File: config.mk
export PLATFORM = sky130hd
export DESIGN_NAME = sorted_insert_buffer_top_flat
export DESIGN_NICKNAME = d
export VERILOG_FILES = /design/src/design/sib_pkg.sv /design/src/design/sib_if.sv /design/src/design/sorted_insert_buffer_top.sv /design/src/design/sib_store.sv /design/src/design/sib_seq.sv /design/src/flat_wrapper.sv
export SDC_FILE = /design/constraint.sdc
export NUM_CORES = 1
export LEC_CHECK = 0
export ABC_AREA = 1
export BUFFER_PORTS_ARGS = -buffer_cell sky130_fd_sc_hd__buf_2
export CAP_MARGIN = 20
export CORE_MARGIN = 5
export CORE_UTILIZATION = 29
export DETAILED_ROUTE_END_ITERATION = 8
export REMOVE_ABC_BUFFERS = 1
export SETUP_SLACK_MARGIN = 0.05
export SYNTH_ARGS = -nofsm -noshare
export SYNTH_HDL_FRONTEND = slang
export SYNTH_SLANG_ARGS = --single-unit
File: constraint.sdc
create_clock -name i_clk -period 4.2 [get_ports i_clk]
set_input_delay 0 -clock i_clk [delete_from_list [all_inputs] [get_ports i_clk]]
set_output_delay 0 -clock i_clk [all_outputs]
set_load 0.1 [all_outputs]
File: src/design/sib_pkg.sv
// sib_pkg: shared types and codes for the sorted insert buffer
// used by the interfaces, the store, the sequencer and the top level
// no dependencies

package sib_pkg;

    localparam int CAPACITY_DEF = 32;
    localparam int VALUE_W      = 32;

    // action codes
    localparam logic ACT_INSERT = 1'b0;
    localparam logic ACT_DRAIN  = 1'b1;

    // result status codes
    localparam logic [1:0] ST_ACCEPTED = 2'd0;
    localparam logic [1:0] ST_DROPPED  = 2'd1;
    localparam logic [1:0] ST_DRAINED  = 2'd2;
    localparam logic [1:0] ST_EMPTY    = 2'd3;

    typedef logic signed [VALUE_W-1:0] t_value;
    typedef logic [1:0]                t_status;

    typedef struct packed {
        t_status status;
        t_value  out_value;
        logic    last;
    } t_result;

    typedef struct packed {
        logic we;
        logic re;
    } t_mem_ctl;

endpackage

File: src/design/sib_if.sv
// sib_in_if and sib_out_if: valid/ready channels of the sorted insert buffer
// depends on sib_pkg

interface sib_in_if;
    logic            valid;
    logic            ready;
    logic            action;
    sib_pkg::t_value value;

    modport source (output valid, output action, output value, input ready);
    modport sink   (input valid, input action, input value, output ready);
endinterface

interface sib_out_if;
    logic             valid;
    logic             ready;
    sib_pkg::t_status status;
    sib_pkg::t_value  out_value;
    logic             last;

    modport source (output valid, output status, output out_value, output last, input ready);
    modport sink   (input valid, input status, input out_value, input last, output ready);
endinterface

File: src/design/sorted_insert_buffer_top.sv
// sorted_insert_buffer_top: bounded ascending store of signed 32-bit values
// depends on sib_pkg, sib_in_if/sib_out_if, sib_store and sib_seq
//
// usage
//   i_in carries items of {action, value}: action insert places value after
//   every stored value less than or equal to it; action drain streams out the
//   whole store in ascending order and empties it
//   o_out carries results of {status, out_value, last}: one result per insert
//   (accepted, or dropped when the store holds CAPACITY values), one drained
//   value per stored entry on drain with last on the final one, or a single
//   empty result when draining an empty store
//   an insert into a non-empty store moves each larger stored entry up one
//   place, walking down from the top one step per cycle with the shared
//   compare over the store's single read port; an insert into an empty
//   store, a dropped insert or a drain of an empty store needs no walk; a
//   drain of n entries streams them out with one registered memory read per
//   value
//   i_in.ready is high only while the sequencer is idle; an output register
//   decouples the result side, so a new item can be taken while the last
//   result still waits
//   reset clears the entry count and all control state; the store contents
//   are left as they are and only entries below the count are ever read
//   when the receiver stalls, the output register holds its result and the
//   sequencer waits with the next one, nothing is lost or repeated

module sorted_insert_buffer_top #(
    parameter int CAPACITY = sib_pkg::CAPACITY_DEF
) (
    input  logic      i_clk,
    input  logic      i_rst_n,
    sib_in_if.sink    i_in,
    sib_out_if.source o_out
);

    localparam int AW = $clog2(CAPACITY);
    localparam int CW = $clog2(CAPACITY + 1);

    // sequencer to output register
    logic              w_res_valid;
    logic              w_res_ready;
    sib_pkg::t_result  w_res;

    // sequencer to store
    sib_pkg::t_mem_ctl w_mem_ctl;
    logic [AW-1:0]     w_waddr;
    logic [AW-1:0]     w_raddr;
    sib_pkg::t_value   w_wdata;
    sib_pkg::t_value   w_rdata;

    // output register
    logic              r_out_valid;
    sib_pkg::t_result  r_out;

    sib_seq #(
        .CAPACITY (CAPACITY),
        .AW       (AW),
        .CW       (CW)
    ) u_seq (
        .i_clk       (i_clk),
        .i_rst_n     (i_rst_n),
        .i_in        (i_in),
        .o_res_valid (w_res_valid),
        .i_res_ready (w_res_ready),
        .o_res       (w_res),
        .o_mem_ctl   (w_mem_ctl),
        .o_waddr     (w_waddr),
        .o_wdata     (w_wdata),
        .o_raddr     (w_raddr),
        .i_rdata     (w_rdata)
    );

    sib_store #(
        .DEPTH (CAPACITY),
        .AW    (AW)
    ) u_store (
        .i_clk   (i_clk),
        .i_ctl   (w_mem_ctl),
        .i_waddr (w_waddr),
        .i_wdata (w_wdata),
        .i_raddr (w_raddr),
        .o_rdata (w_rdata)
    );

    // register takes a new result when empty or being emptied this cycle
    assign w_res_ready = !r_out_valid || o_out.ready;

    always_ff @(posedge i_clk) begin
        if (!i_rst_n) begin
            r_out_valid <= 1'b0;
        end else if (w_res_ready) begin
            r_out_valid <= w_res_valid;
        end
    end

    always_ff @(posedge i_clk) begin
        if (w_res_ready && w_res_valid) begin
            r_out <= w_res;
        end
    end

    assign o_out.valid     = r_out_valid;
    assign o_out.status    = r_out.status;
    assign o_out.out_value = r_out.out_value;
    assign o_out.last      = r_out.last;

endmodule

File: src/design/sib_store.sv
// sib_store: value memory, one write and one registered read port
// depends on sib_pkg

module sib_store #(
    parameter int DEPTH = sib_pkg::CAPACITY_DEF,
    parameter int AW    = $clog2(DEPTH)
) (
    input  logic              i_clk,
    input  sib_pkg::t_mem_ctl i_ctl,
    input  logic [AW-1:0]     i_waddr,
    input  sib_pkg::t_value   i_wdata,
    input  logic [AW-1:0]     i_raddr,
    output sib_pkg::t_value   o_rdata
);

    sib_pkg::t_value r_mem [DEPTH];
    sib_pkg::t_value r_rdata;

    always_ff @(posedge i_clk) begin
        if (i_ctl.we) begin
            r_mem[i_waddr] <= i_wdata;
        end
    end

    always_ff @(posedge i_clk) begin
        if (i_ctl.re) begin
            r_rdata <= r_mem[i_raddr];
        end
    end

    assign o_rdata = r_rdata;

endmodule

File: src/design/sib_seq.sv
// sib_seq: sequencer that walks the store with one shared compare
// insert shifts larger entries up one place per step, drain reads out in order
// depends on sib_pkg and sib_in_if

module sib_seq #(
    parameter int CAPACITY = sib_pkg::CAPACITY_DEF,
    parameter int AW       = $clog2(CAPACITY),
    parameter int CW       = $clog2(CAPACITY + 1)
) (
    input  logic              i_clk,
    input  logic              i_rst_n,
    sib_in_if.sink            i_in,
    output logic              o_res_valid,
    input  logic              i_res_ready,
    output sib_pkg::t_result  o_res,
    output sib_pkg::t_mem_ctl o_mem_ctl,
    output logic [AW-1:0]     o_waddr,
    output sib_pkg::t_value   o_wdata,
    output logic [AW-1:0]     o_raddr,
    input  sib_pkg::t_value   i_rdata
);

    localparam logic [2:0] S_IDLE  = 3'd0;
    localparam logic [2:0] S_INS   = 3'd1;
    localparam logic [2:0] S_PUT   = 3'd2;
    localparam logic [2:0] S_DRAIN = 3'd3;
    localparam logic [2:0] S_RESP  = 3'd4;

    logic [2:0]       r_state, n_state;
    logic [CW-1:0]    r_count, n_count;
    logic [CW-1:0]    r_idx, n_idx;
    sib_pkg::t_value  r_value, n_value;
    sib_pkg::t_status r_status, n_status;

    logic [CW-1:0] w_waddr, w_raddr;
    logic          w_le;
    logic          w_last;

    // the shared compare: stored entry <= new value
    assign w_le   = (i_rdata <= r_value);
    assign w_last = (r_idx == r_count - CW'(1));

    assign i_in.ready = (r_state == S_IDLE);
    assign o_waddr    = w_waddr[AW-1:0];
    assign o_raddr    = w_raddr[AW-1:0];

    always_comb begin
        n_state     = r_state;
        n_count     = r_count;
        n_idx       = r_idx;
        n_value     = r_value;
        n_status    = r_status;
        o_mem_ctl   = '0;
        w_waddr     = '0;
        w_raddr     = '0;
        o_wdata     = r_value;
        o_res_valid = 1'b0;
        o_res       = '{status: r_status, out_value: '0, last: 1'b1};
        unique case (r_state)
            S_IDLE: begin
                if (i_in.valid) begin
                    n_value = i_in.value;
                    if (i_in.action == sib_pkg::ACT_INSERT) begin
                        if (r_count == CW'(CAPACITY)) begin
                            n_status = sib_pkg::ST_DROPPED;
                            n_state  = S_RESP;
                        end else if (r_count == '0) begin
                            o_mem_ctl.we = 1'b1;
                            o_wdata      = i_in.value;
                            n_count      = CW'(1);
                            n_status     = sib_pkg::ST_ACCEPTED;
                            n_state      = S_RESP;
                        end else begin
                            o_mem_ctl.re = 1'b1;
                            w_raddr      = r_count - CW'(1);
                            n_idx        = r_count;
                            n_state      = S_INS;
                        end
                    end else begin
                        if (r_count == '0) begin
                            n_status = sib_pkg::ST_EMPTY;
                            n_state  = S_RESP;
                        end else begin
                            o_mem_ctl.re = 1'b1;
                            n_idx        = '0;
                            n_state      = S_DRAIN;
                        end
                    end
                end
            end
            S_INS: begin
                o_mem_ctl.we = 1'b1;
                w_waddr      = r_idx;
                if (w_le) begin
                    n_count  = r_count + CW'(1);
                    n_status = sib_pkg::ST_ACCEPTED;
                    n_state  = S_RESP;
                end else begin
                    // move the larger entry up one place
                    o_wdata = i_rdata;
                    n_idx   = r_idx - CW'(1);
                    if (r_idx == CW'(1)) begin
                        n_state = S_PUT;
                    end else begin
                        o_mem_ctl.re = 1'b1;
                        w_raddr      = r_idx - CW'(2);
                    end
                end
            end
            S_PUT: begin
                o_mem_ctl.we = 1'b1;
                n_count      = r_count + CW'(1);
                n_status     = sib_pkg::ST_ACCEPTED;
                n_state      = S_RESP;
            end
            S_DRAIN: begin
                o_res_valid = 1'b1;
                o_res       = '{status: sib_pkg::ST_DRAINED, out_value: i_rdata, last: w_last};
                if (i_res_ready) begin
                    if (w_last) begin
                        n_count = '0;
                        n_state = S_IDLE;
                    end else begin
                        // read data holds while stalled, next read only on hand-off
                        o_mem_ctl.re = 1'b1;
                        n_idx        = r_idx + CW'(1);
                        w_raddr      = r_idx + CW'(1);
                    end
                end
            end
            S_RESP: begin
                o_res_valid = 1'b1;
                if (i_res_ready) begin
                    n_state = S_IDLE;
                end
            end
            default: begin
                n_state = S_IDLE;
            end
        endcase
    end

    always_ff @(posedge i_clk) begin
        if (!i_rst_n) begin
            r_state <= S_IDLE;
            r_count <= '0;
        end else begin
            r_state <= n_state;
            r_count <= n_count;
        end
    end

    always_ff @(posedge i_clk) begin
        r_idx    <= n_idx;
        r_value  <= n_value;
        r_status <= n_status;
    end

endmodule
File: src/flat_wrapper.sv
// flat-port wrapper written by rule: the top's interface ports become plain ports
module sorted_insert_buffer_top_flat 
#(
    parameter int CAPACITY = sib_pkg::CAPACITY_DEF
)
  (i_clk, i_rst_n, i_in_valid, i_in_action, i_in_value, i_in_ready, o_out_valid, o_out_status, o_out_out_value, o_out_last, o_out_ready);
  sib_in_if i_in_i ();
  sib_out_if o_out_i ();
  input  logic i_clk;
  input  logic i_rst_n;
  input wire logic [$bits(i_in_i.valid)-1:0] i_in_valid;
  input wire logic [$bits(i_in_i.action)-1:0] i_in_action;
  input wire logic [$bits(i_in_i.value)-1:0] i_in_value;
  output wire logic [$bits(i_in_i.ready)-1:0] i_in_ready;
  output wire logic [$bits(o_out_i.valid)-1:0] o_out_valid;
  output wire logic [$bits(o_out_i.status)-1:0] o_out_status;
  output wire logic [$bits(o_out_i.out_value)-1:0] o_out_out_value;
  output wire logic [$bits(o_out_i.last)-1:0] o_out_last;
  input wire logic [$bits(o_out_i.ready)-1:0] o_out_ready;
  assign i_in_i.valid = i_in_valid;
  assign i_in_i.action = i_in_action;
  assign i_in_i.value = i_in_value;
  assign i_in_ready = i_in_i.ready;
  assign o_out_valid = o_out_i.valid;
  assign o_out_status = o_out_i.status;
  assign o_out_out_value = o_out_i.out_value;
  assign o_out_last = o_out_i.last;
  assign o_out_i.ready = o_out_ready;
  sorted_insert_buffer_top #(.CAPACITY(CAPACITY)) u_core (.i_clk(i_clk), .i_rst_n(i_rst_n), .i_in(i_in_i), .o_out(o_out_i));
endmodule
==> impl_metrics.py, run 1 <==
metrics = {
    "status": {
        "outcome": "finished clean",
    },
    "global_route": {
        "grt.overflow.total": 0,
        "grt_use_total": 0.1708,
        "grt_pass1_wl_um": 223600,
        "grt_max_degree": 78,
        "grt_antenna_before_repair": 7,
        "grt_pass1_vias": 32510,
    },
    "sta": {
        "setup_ws_ns": 0.1686,
        "setup_viol": 0,
        "slew-limit-headroom": 0.3445,
        "slew_viol_final": 0,
        "post-route-period-util": 0.9598,
        "hold_viol": 0,
        "clock.fmax_mhz": 248.1,
        "min_period_ns": 4.031,
        "fin_worst_skew_ns": 0.05259,
        "tightestPinTransition_ns": 0.9767,
        "rsz0062_at_grt": "true",
    },
    "critical_path": {
        "cp.arrival_ns": 4.53,
        "critPathMaxStageDelay_ns": 0.55,
        "path_class": "flop to flop",
        "path_cells": "ha_1, nand2_1, nor2_2, nand4_1, a21oi_2, nor2_1, nand3_2, nand2_1, nor2_1, nand2_1, nand3_4, buf_12, buf_4, nand3_1, nand3_1, nand3_1, nand2_1",
        "crit_start": "u_core.u_store.o_rdata[30]",
        "crit_family": "simple AND/OR/NAND/NOR gates",
        "worst_path_max_delay_cell": "edfxtp_1",
        "end_kind": "flop",
        "critPathRequiredTime_ns": 4.70,
        "crit_path_start_kind": "flop",
        "cp.buffers_inverters": 2,
        "path_common_cell": "nand2_1",
        "r2r_start": "u_core.u_store.o_rdata[30]",
        "worstPathMaxFanout": 36,
    },
    "placement": {
        "portBuffers": 73,
        "place_ws_ns": -0.2071,
        "post-place-cells": 6397,
        "dp_hpwl_um": 86870,
        "gp_congestion": 0.8578,
    },
    "floorplan": {
        "coreArea_mm2": 0.1670,
        "core.rowCount": 150,
        "die_w_um": 419.7,
        "start_util": 0.2914,
        "pin_count": 74,
        "die_area_mm2": 0.1762,
        "fp.dieH_um": 419.7,
    },
    "clocking": {
        "h-tree-depth": 3,
        "worstSkewPairLatency_ns": 0.73,
        "root_buffer": "clkbuf_16",
        "cts_tree": "yes",
        "cts_buffers": 117,
        "cts.reportedPaths.clkPinSlew_ns": 0.06,
        "cts_sinks": 1141,
        "clk_path_buf_depth": 3,
    },
    "route": {
        "viasPerCell": 5.173,
        "drc": 0,
        "met2WireLength_um": 71830,
        "wl_met3_um": 13340,
        "top_layer_used": "met4",
        "drtIter0Drc": 3916,
        "first_pass_iters": 6,
        "vias": 34440,
        "ant_nets": 0,
        "drt_wl_total_um": 154600,
        "drt-met1-wl_um": 61820,
        "wl_per_cell_um": 23.22,
    },
    "layout": {
        "instances_no_fill": 6657,
        "drive_gt1_frac": 0.1231,
        "nets": 4438,
        "layout_common_cells": "nand3_1 (1205), edfxtp_1 (1131), nand2_1 (957)",
        "final_common_cell": "nand3_1",
        "area_growth_pct": 18.42,
    },
    "synthesis": {
        "synth_area_per_cell_um2": 11.65,
        "seq_area_frac_synth": 0.7018,
        "syn_area_mm2": 0.04868,
        "post_synth_num_cell_types": 46,
        "ys_dominant_reg_cell": "edfxtp_1",
        "ys_ff_latch": 1141,
        "yosysWarnings": 0,
        "synth_cells": 4180,
        "async_flop_share": 0,
        "synth_edf_count": 1131,
    },
    "min_path": {
        "worstHoldPathType": "input port to flop",
        "min-delay-start": "i_in_value[18]",
    },
    "job": {
        "cap_violations": 0,
    },
    "pwr": {
        "vdd_drop_max_mv": 0.4580,
        "powerDensity_mw_per_mm2": 689.6,
        "power.leakage_nw": 20.51,
        "power.total_mw": 39.75,
    },
}
-- final timing paths --
check	endpoint	slack (ns)	depth (start not counted)
max reg2reg	u_core.u_store.o_rdata[10]	0.17	17
min	u_core.u_seq.r_value[18]	0.06	2
min reg2reg	u_core.u_seq.r_state[0]	0.50	2
max	u_core.u_store.o_rdata[10]	0.17	17
-- synth_stat cells (13+ instances only) --
library cell | n | area share
nor2_1 | 108 | 0.0083
nand2_1 | 959 | 0.074
ha_1 | 40 | 0.010
edfxtp_1 | 1131 | 0.70
clkbuf_1 | 39 | 0.0030
buf_4 | 54 | 0.0083
o221ai_1 | 25 | 0.0045
nand4_1 | 13 | 0.0017
nand3b_1 | 64 | 0.0099
o21ai_0 | 25 | 0.0026
nand3_1 | 1206 | 0.12
o211ai_1 | 34 | 0.0052
a21oi_1 | 38 | 0.0039
inv_1 | 179 | 0.014
buf_2 | 183 | 0.019
-- layer usage --
layer	vias to the layer above	track usage
met5	-	0
met4	0	0.07652
met3	328	0.02433
met2	1737	0.2752
met1	17000	0.2297
li1	15370	-
-- cell families after synthesis --
logic type               synth area share
XOR/XNOR                         0.001079
flip-flops                         0.7018
AO/OA/AOI/OAI                     0.01938
buffers and inverters             0.04565
AND/OR/NAND/NOR                    0.2218
adder cells (fa/ha/maj)           0.01028
-- timing repair --
action | in CTS | in global routing
hold buffers | 49 | 0
hold endpoints to repair | 454 | 0
setup buffers | 0 | 0
pin swaps | 0 | 0
gates resized for setup | 3 | 2
endpoints found under the setup margin | 355 | 2
-- metrics by stage --
stage	instance area [um2]	utilization	setup TNS (ns)	hold WS (ns)
2_1_floorplan	47180	-	-1906.14	0.09887
3_3_place_gp	53590	0.3208	-3.120	0.1940
3_5_place_dp	53590	0.3208	-1.677	0.1955
4_1_cts	57630	0.3450	0	0.003346
5_1_grt	57640	0.3451	0	0.02291
6_report	57650	0.3451	0	0.05641
-- layout make-up --
cell class / count / area [um2]
sequential: 1141 / 34160
multi-input combinational: 2566 / 12850
inverter: 192 / 737.0
antenna: 2 / 5.005
clock buffer: 149 / 3090
timing repair buffer: 343 / 3598
clock inverter: 60 / 449.2
tap: 2204 / 2758
fill: 16250 / 109400
-- power by group --
group	internal, mW	total (mW)	switching [mW]
Clock	5.42	9.75	4.33
Sequential	16.3	16.6	0.347
Combinational	3.75	13.4	9.62
Total	25.5	39.8	14.3
-- registers in the layout, indices dropped and copies added, names as in the netlist, 3 cells and up --
name                    cells
u_core.u_store.r_mem     1024
u_core.o_out.out_value     32
u_core.u_seq.r_value       32
u_core.u_store.o_rdata     32
u_core.u_seq.r_count        6
u_core.u_seq.r_idx          6
u_core.u_seq.r_state        3
-- worst register-to-register path, delay by kind of cell, from the launching register on --
kind | cells | cell delay (ns)
DFF | 1 | 0.55
AOI/OAI and AO/OA | 1 | 0.31
and+or+nand+nor | 13 | 2.07
buffers and inverters | 2 | 0.51
adders and majority gates | 1 | 0.36
Note: power is estimated with default switching activity, not from simulation.
==> inputs of run 2 (changes only) <==
ABC_AREA = 0   (was 1)
==> impl_metrics.py, run 2 <==
metrics = {
    "status": {
        "outcome": "finished clean",
    },
    "placement": {
        "dp_hpwl_um": 81980,
        "gp_congestion": 0.8397,
        "post-place-cells": 5548,
        "portBuffers": 73,
    },
    "route": {
        "wl_per_cell_um": 23.83,
        "vias": 29860,
        "drc": 0,
        "first_pass_iters": 8,
        "drtIter0Drc": 3556,
        "viasPerCell": 5.095,
        "drt_wl_total_um": 139600,
        "ant_nets": 0,
    },
    "clocking": {
        "cts_buffers": 116,
        "root_buffer": "clkbuf_16",
        "h-tree-depth": 3,
        "cts_sinks": 1141,
        "clk_path_buf_depth": 3,
        "worstSkewPairLatency_ns": 0.73,
        "cts.reportedPaths.clkPinSlew_ns": 0.07,
        "cts_tree": "yes",
    },
    "synthesis": {
        "ys_ff_latch": 1141,
        "synth_edf_count": 1131,
        "synth_area_per_cell_um2": 14.05,
        "syn_area_mm2": 0.04605,
        "post_synth_num_cell_types": 72,
        "synth_cells": 3277,
        "synth_common_cells": "edfxtp_1 (1131), nand2_1 (771), nand3_1 (228)",
        "yosysWarnings": 0,
        "seq_area_frac_synth": 0.7419,
        "synth_largest_area_cell": "edfxtp_1",
        "synth.most_common_cell": "edfxtp_1",
        "ys_dominant_reg_cell": "edfxtp_1",
        "synthTopCellsByArea": "edfxtp_1 (74%), nand2_1 (6.3%), mux2i_1 (4.2%), nand3_1 (2.5%), a21oi_1 (1.3%)",
        "async_flop_share": 0,
        "synth_top_area_share": 0.7376,
    },
    "sta": {
        "tns_ns": 0,
        "setup_viol": 0,
        "rsz0062_at_grt": "true",
        "tightestPinTransition_ns": 0.9594,
        "hold_viol": 0,
        "min_period_ns": 4.164,
        "slew-limit-headroom": 0.3602,
        "clock.fmax_mhz": 240.2,
        "slew_viol_final": 0,
        "fin_worst_skew_ns": 0.04390,
        "post-route-period-util": 0.9913,
    },
    "critical_path": {
        "cp.arrival_ns": 4.55,
        "path_class": "flop to flop",
        "r2r-end": "u_core.u_store.o_rdata[1]",
        "worstPathMaxFanout": 7,
        "r2r_slack_ns": 0.04,
        "r2r_start": "u_core.u_store.o_rdata[21]",
        "reg2reg_depth": 14,
        "critPathRequiredTime_ns": 4.58,
        "crit_start": "u_core.u_store.o_rdata[21]",
        "crit_path_start_kind": "flop",
        "crit_path_end": "u_core.u_store.o_rdata[1]",
        "end_kind": "flop",
    },
    "global_route": {
        "grt_pass1_wl_um": 197500,
        "grt_pass1_vias": 28160,
        "grt_max_degree": 96,
        "grt.overflow.total": 0,
        "grt_antenna_before_repair": 5,
        "grt_use_total": 0.1590,
    },
    "pwr": {
        "power.leakage_nw": 20.14,
        "p_int_mw": 19.91,
        "p_switching_mw": 6.421,
        "clkPwrFrac": 0.393,
        "p_comb_frac": 0.104,
        "vdd_drop_max_mv": 0.3264,
        "swShare": 0.2439,
        "powerDensity_mw_per_mm2": 461.1,
        "pwr-share-seq": 0.504,
    },
    "floorplan": {
        "die_area_mm2": 0.1669,
        "pin_count": 74,
        "coreArea_mm2": 0.1582,
        "fp.dieH_um": 408.5,
        "start_util": 0.2911,
        "die_w_um": 408.5,
        "core.rowCount": 146,
    },
    "job": {
        "cap_violations": 0,
    },
    "layout": {
        "layout_common_cells": "edfxtp_1 (1131), nand2_1 (769), buf_4 (273)",
        "area_growth_pct": 24.01,
        "nets": 3763,
        "instances_no_fill": 5861,
        "drive_gt1_frac": 0.2091,
        "final_common_cell": "edfxtp_1",
        "nFillCells": 14930,
        "regMostFlops": "u_core.u_store.r_mem",
        "largest_reg_flops": 1024,
    },
    "min_path": {
        "worstHoldPathType": "input port to flop",
    },
}
## run 2: worst max-delay path, cell delays in order, from the launching register on
cell and delay, ns:
edfxtp_1 0.46, ha_4 0.26, a41oi_2 0.23, o21ai_4 0.13, a221o_1 0.38, or3_4 0.38, a311o_2 0.49, buf_6 0.17
o21ai_4 0.15, buf_12 0.20, buf_8 0.16, mux2i_2 0.21, mux2i_1 0.09, a32oi_1 0.21, nand4_1 0.31
## run 2: routing by layer
layer | GRT usage | share of wire
met5 | 0 | 0
met4 | 0.04618 | 0.028
met3 | 0.03057 | 0.084
met2 | 0.2506 | 0.46
met1 | 0.2239 | 0.43
## run 2: worst min path at each step
stage | cells after the start | slack (ns) | endpoint | startpoint
final | 2 | 0.03 | u_core.u_seq.r_value[25] | i_in_value[25]
after CTS | 2 | 0.0005 | u_core.u_seq.r_value[25] | i_in_value[25]
after floorplan | 0 | 0.1 | u_core.u_seq.r_value[0] | i_in_value[0]
after global routing | 2 | 0.03 | u_core.u_seq.r_value[12] | i_in_value[12]
after detailed placement | 1 | 0.20 | u_core.u_seq.r_value[9] | i_in_value[9]
after global placement | 1 | 0.19 | u_core.u_seq.r_value[10] | i_in_value[10]
## run 2: layout make-up
cell class | instances | area (um2) | area share
Sequential cell | 1141 | 34160 | 0.5983
Antenna cell | 1 | 2.502 | 0.00004382
Clock inverter | 82 | 792.0 | 0.01387
Tap cell | 2072 | 2592 | 0.04540
Inverter | 74 | 277.8 | 0.004864
Multi-Input combinational cell | 1872 | 11580 | 0.2027
Clock buffer | 138 | 3015 | 0.05281
Timing Repair Buffer | 481 | 4682 | 0.08199
## run 2: metrics by stage
stage                       util  hold WS, ns  area, um2  setup WS [ns]  power [mW]
final                     0.3610      0.03198      57100        0.03641       26.33
after global routing      0.3609      0.03230      57100       -0.07092       27.19
after CTS                 0.3555    0.0004782      56240        0.02767       26.39
after detailed placement  0.3270       0.1980      51730        -0.3135       16.05
after global placement    0.3270       0.1948      51730        -0.2275       16.02
after floorplan                -      0.09887      45190         -7.480       15.00
## run 2: cells by family (layout without fill, tap and decap cells)
family          after synthesis  count (layout)  synth area share
xor+xnor                     18              18          0.003424
simple gates               1270            1270            0.1218
flops                      1141            1141            0.7419
mux                         198             198           0.04315
fa+ha+maj                    40              40           0.01087
compound gates              346             346           0.05424
other cells                   0               1                 0
buf+inv                     264             775           0.02456
## run 2: power groups by stage
stage          clock (mW)  sequential (mW)  combinational (mW)
6_report             10.3             13.3                2.73
5_1_grt              11.0             13.3                2.92
4_1_cts              10.5             13.3                2.63
3_5_place_dp            0             13.5                2.55
3_3_place_gp            0             13.5                2.52
2_1_floorplan           0             13.7                1.29
## run 2: timing repair
item / CTS / global route
hold buffers: 38 / 0
buffers inserted: 10 / 39
pin swaps: 8 / 33
resized for setup: 26 / 89
hold endpoints to repair: 656 / 0
setup endpoints to repair: 47 / 64
gates cloned: 2 / 5
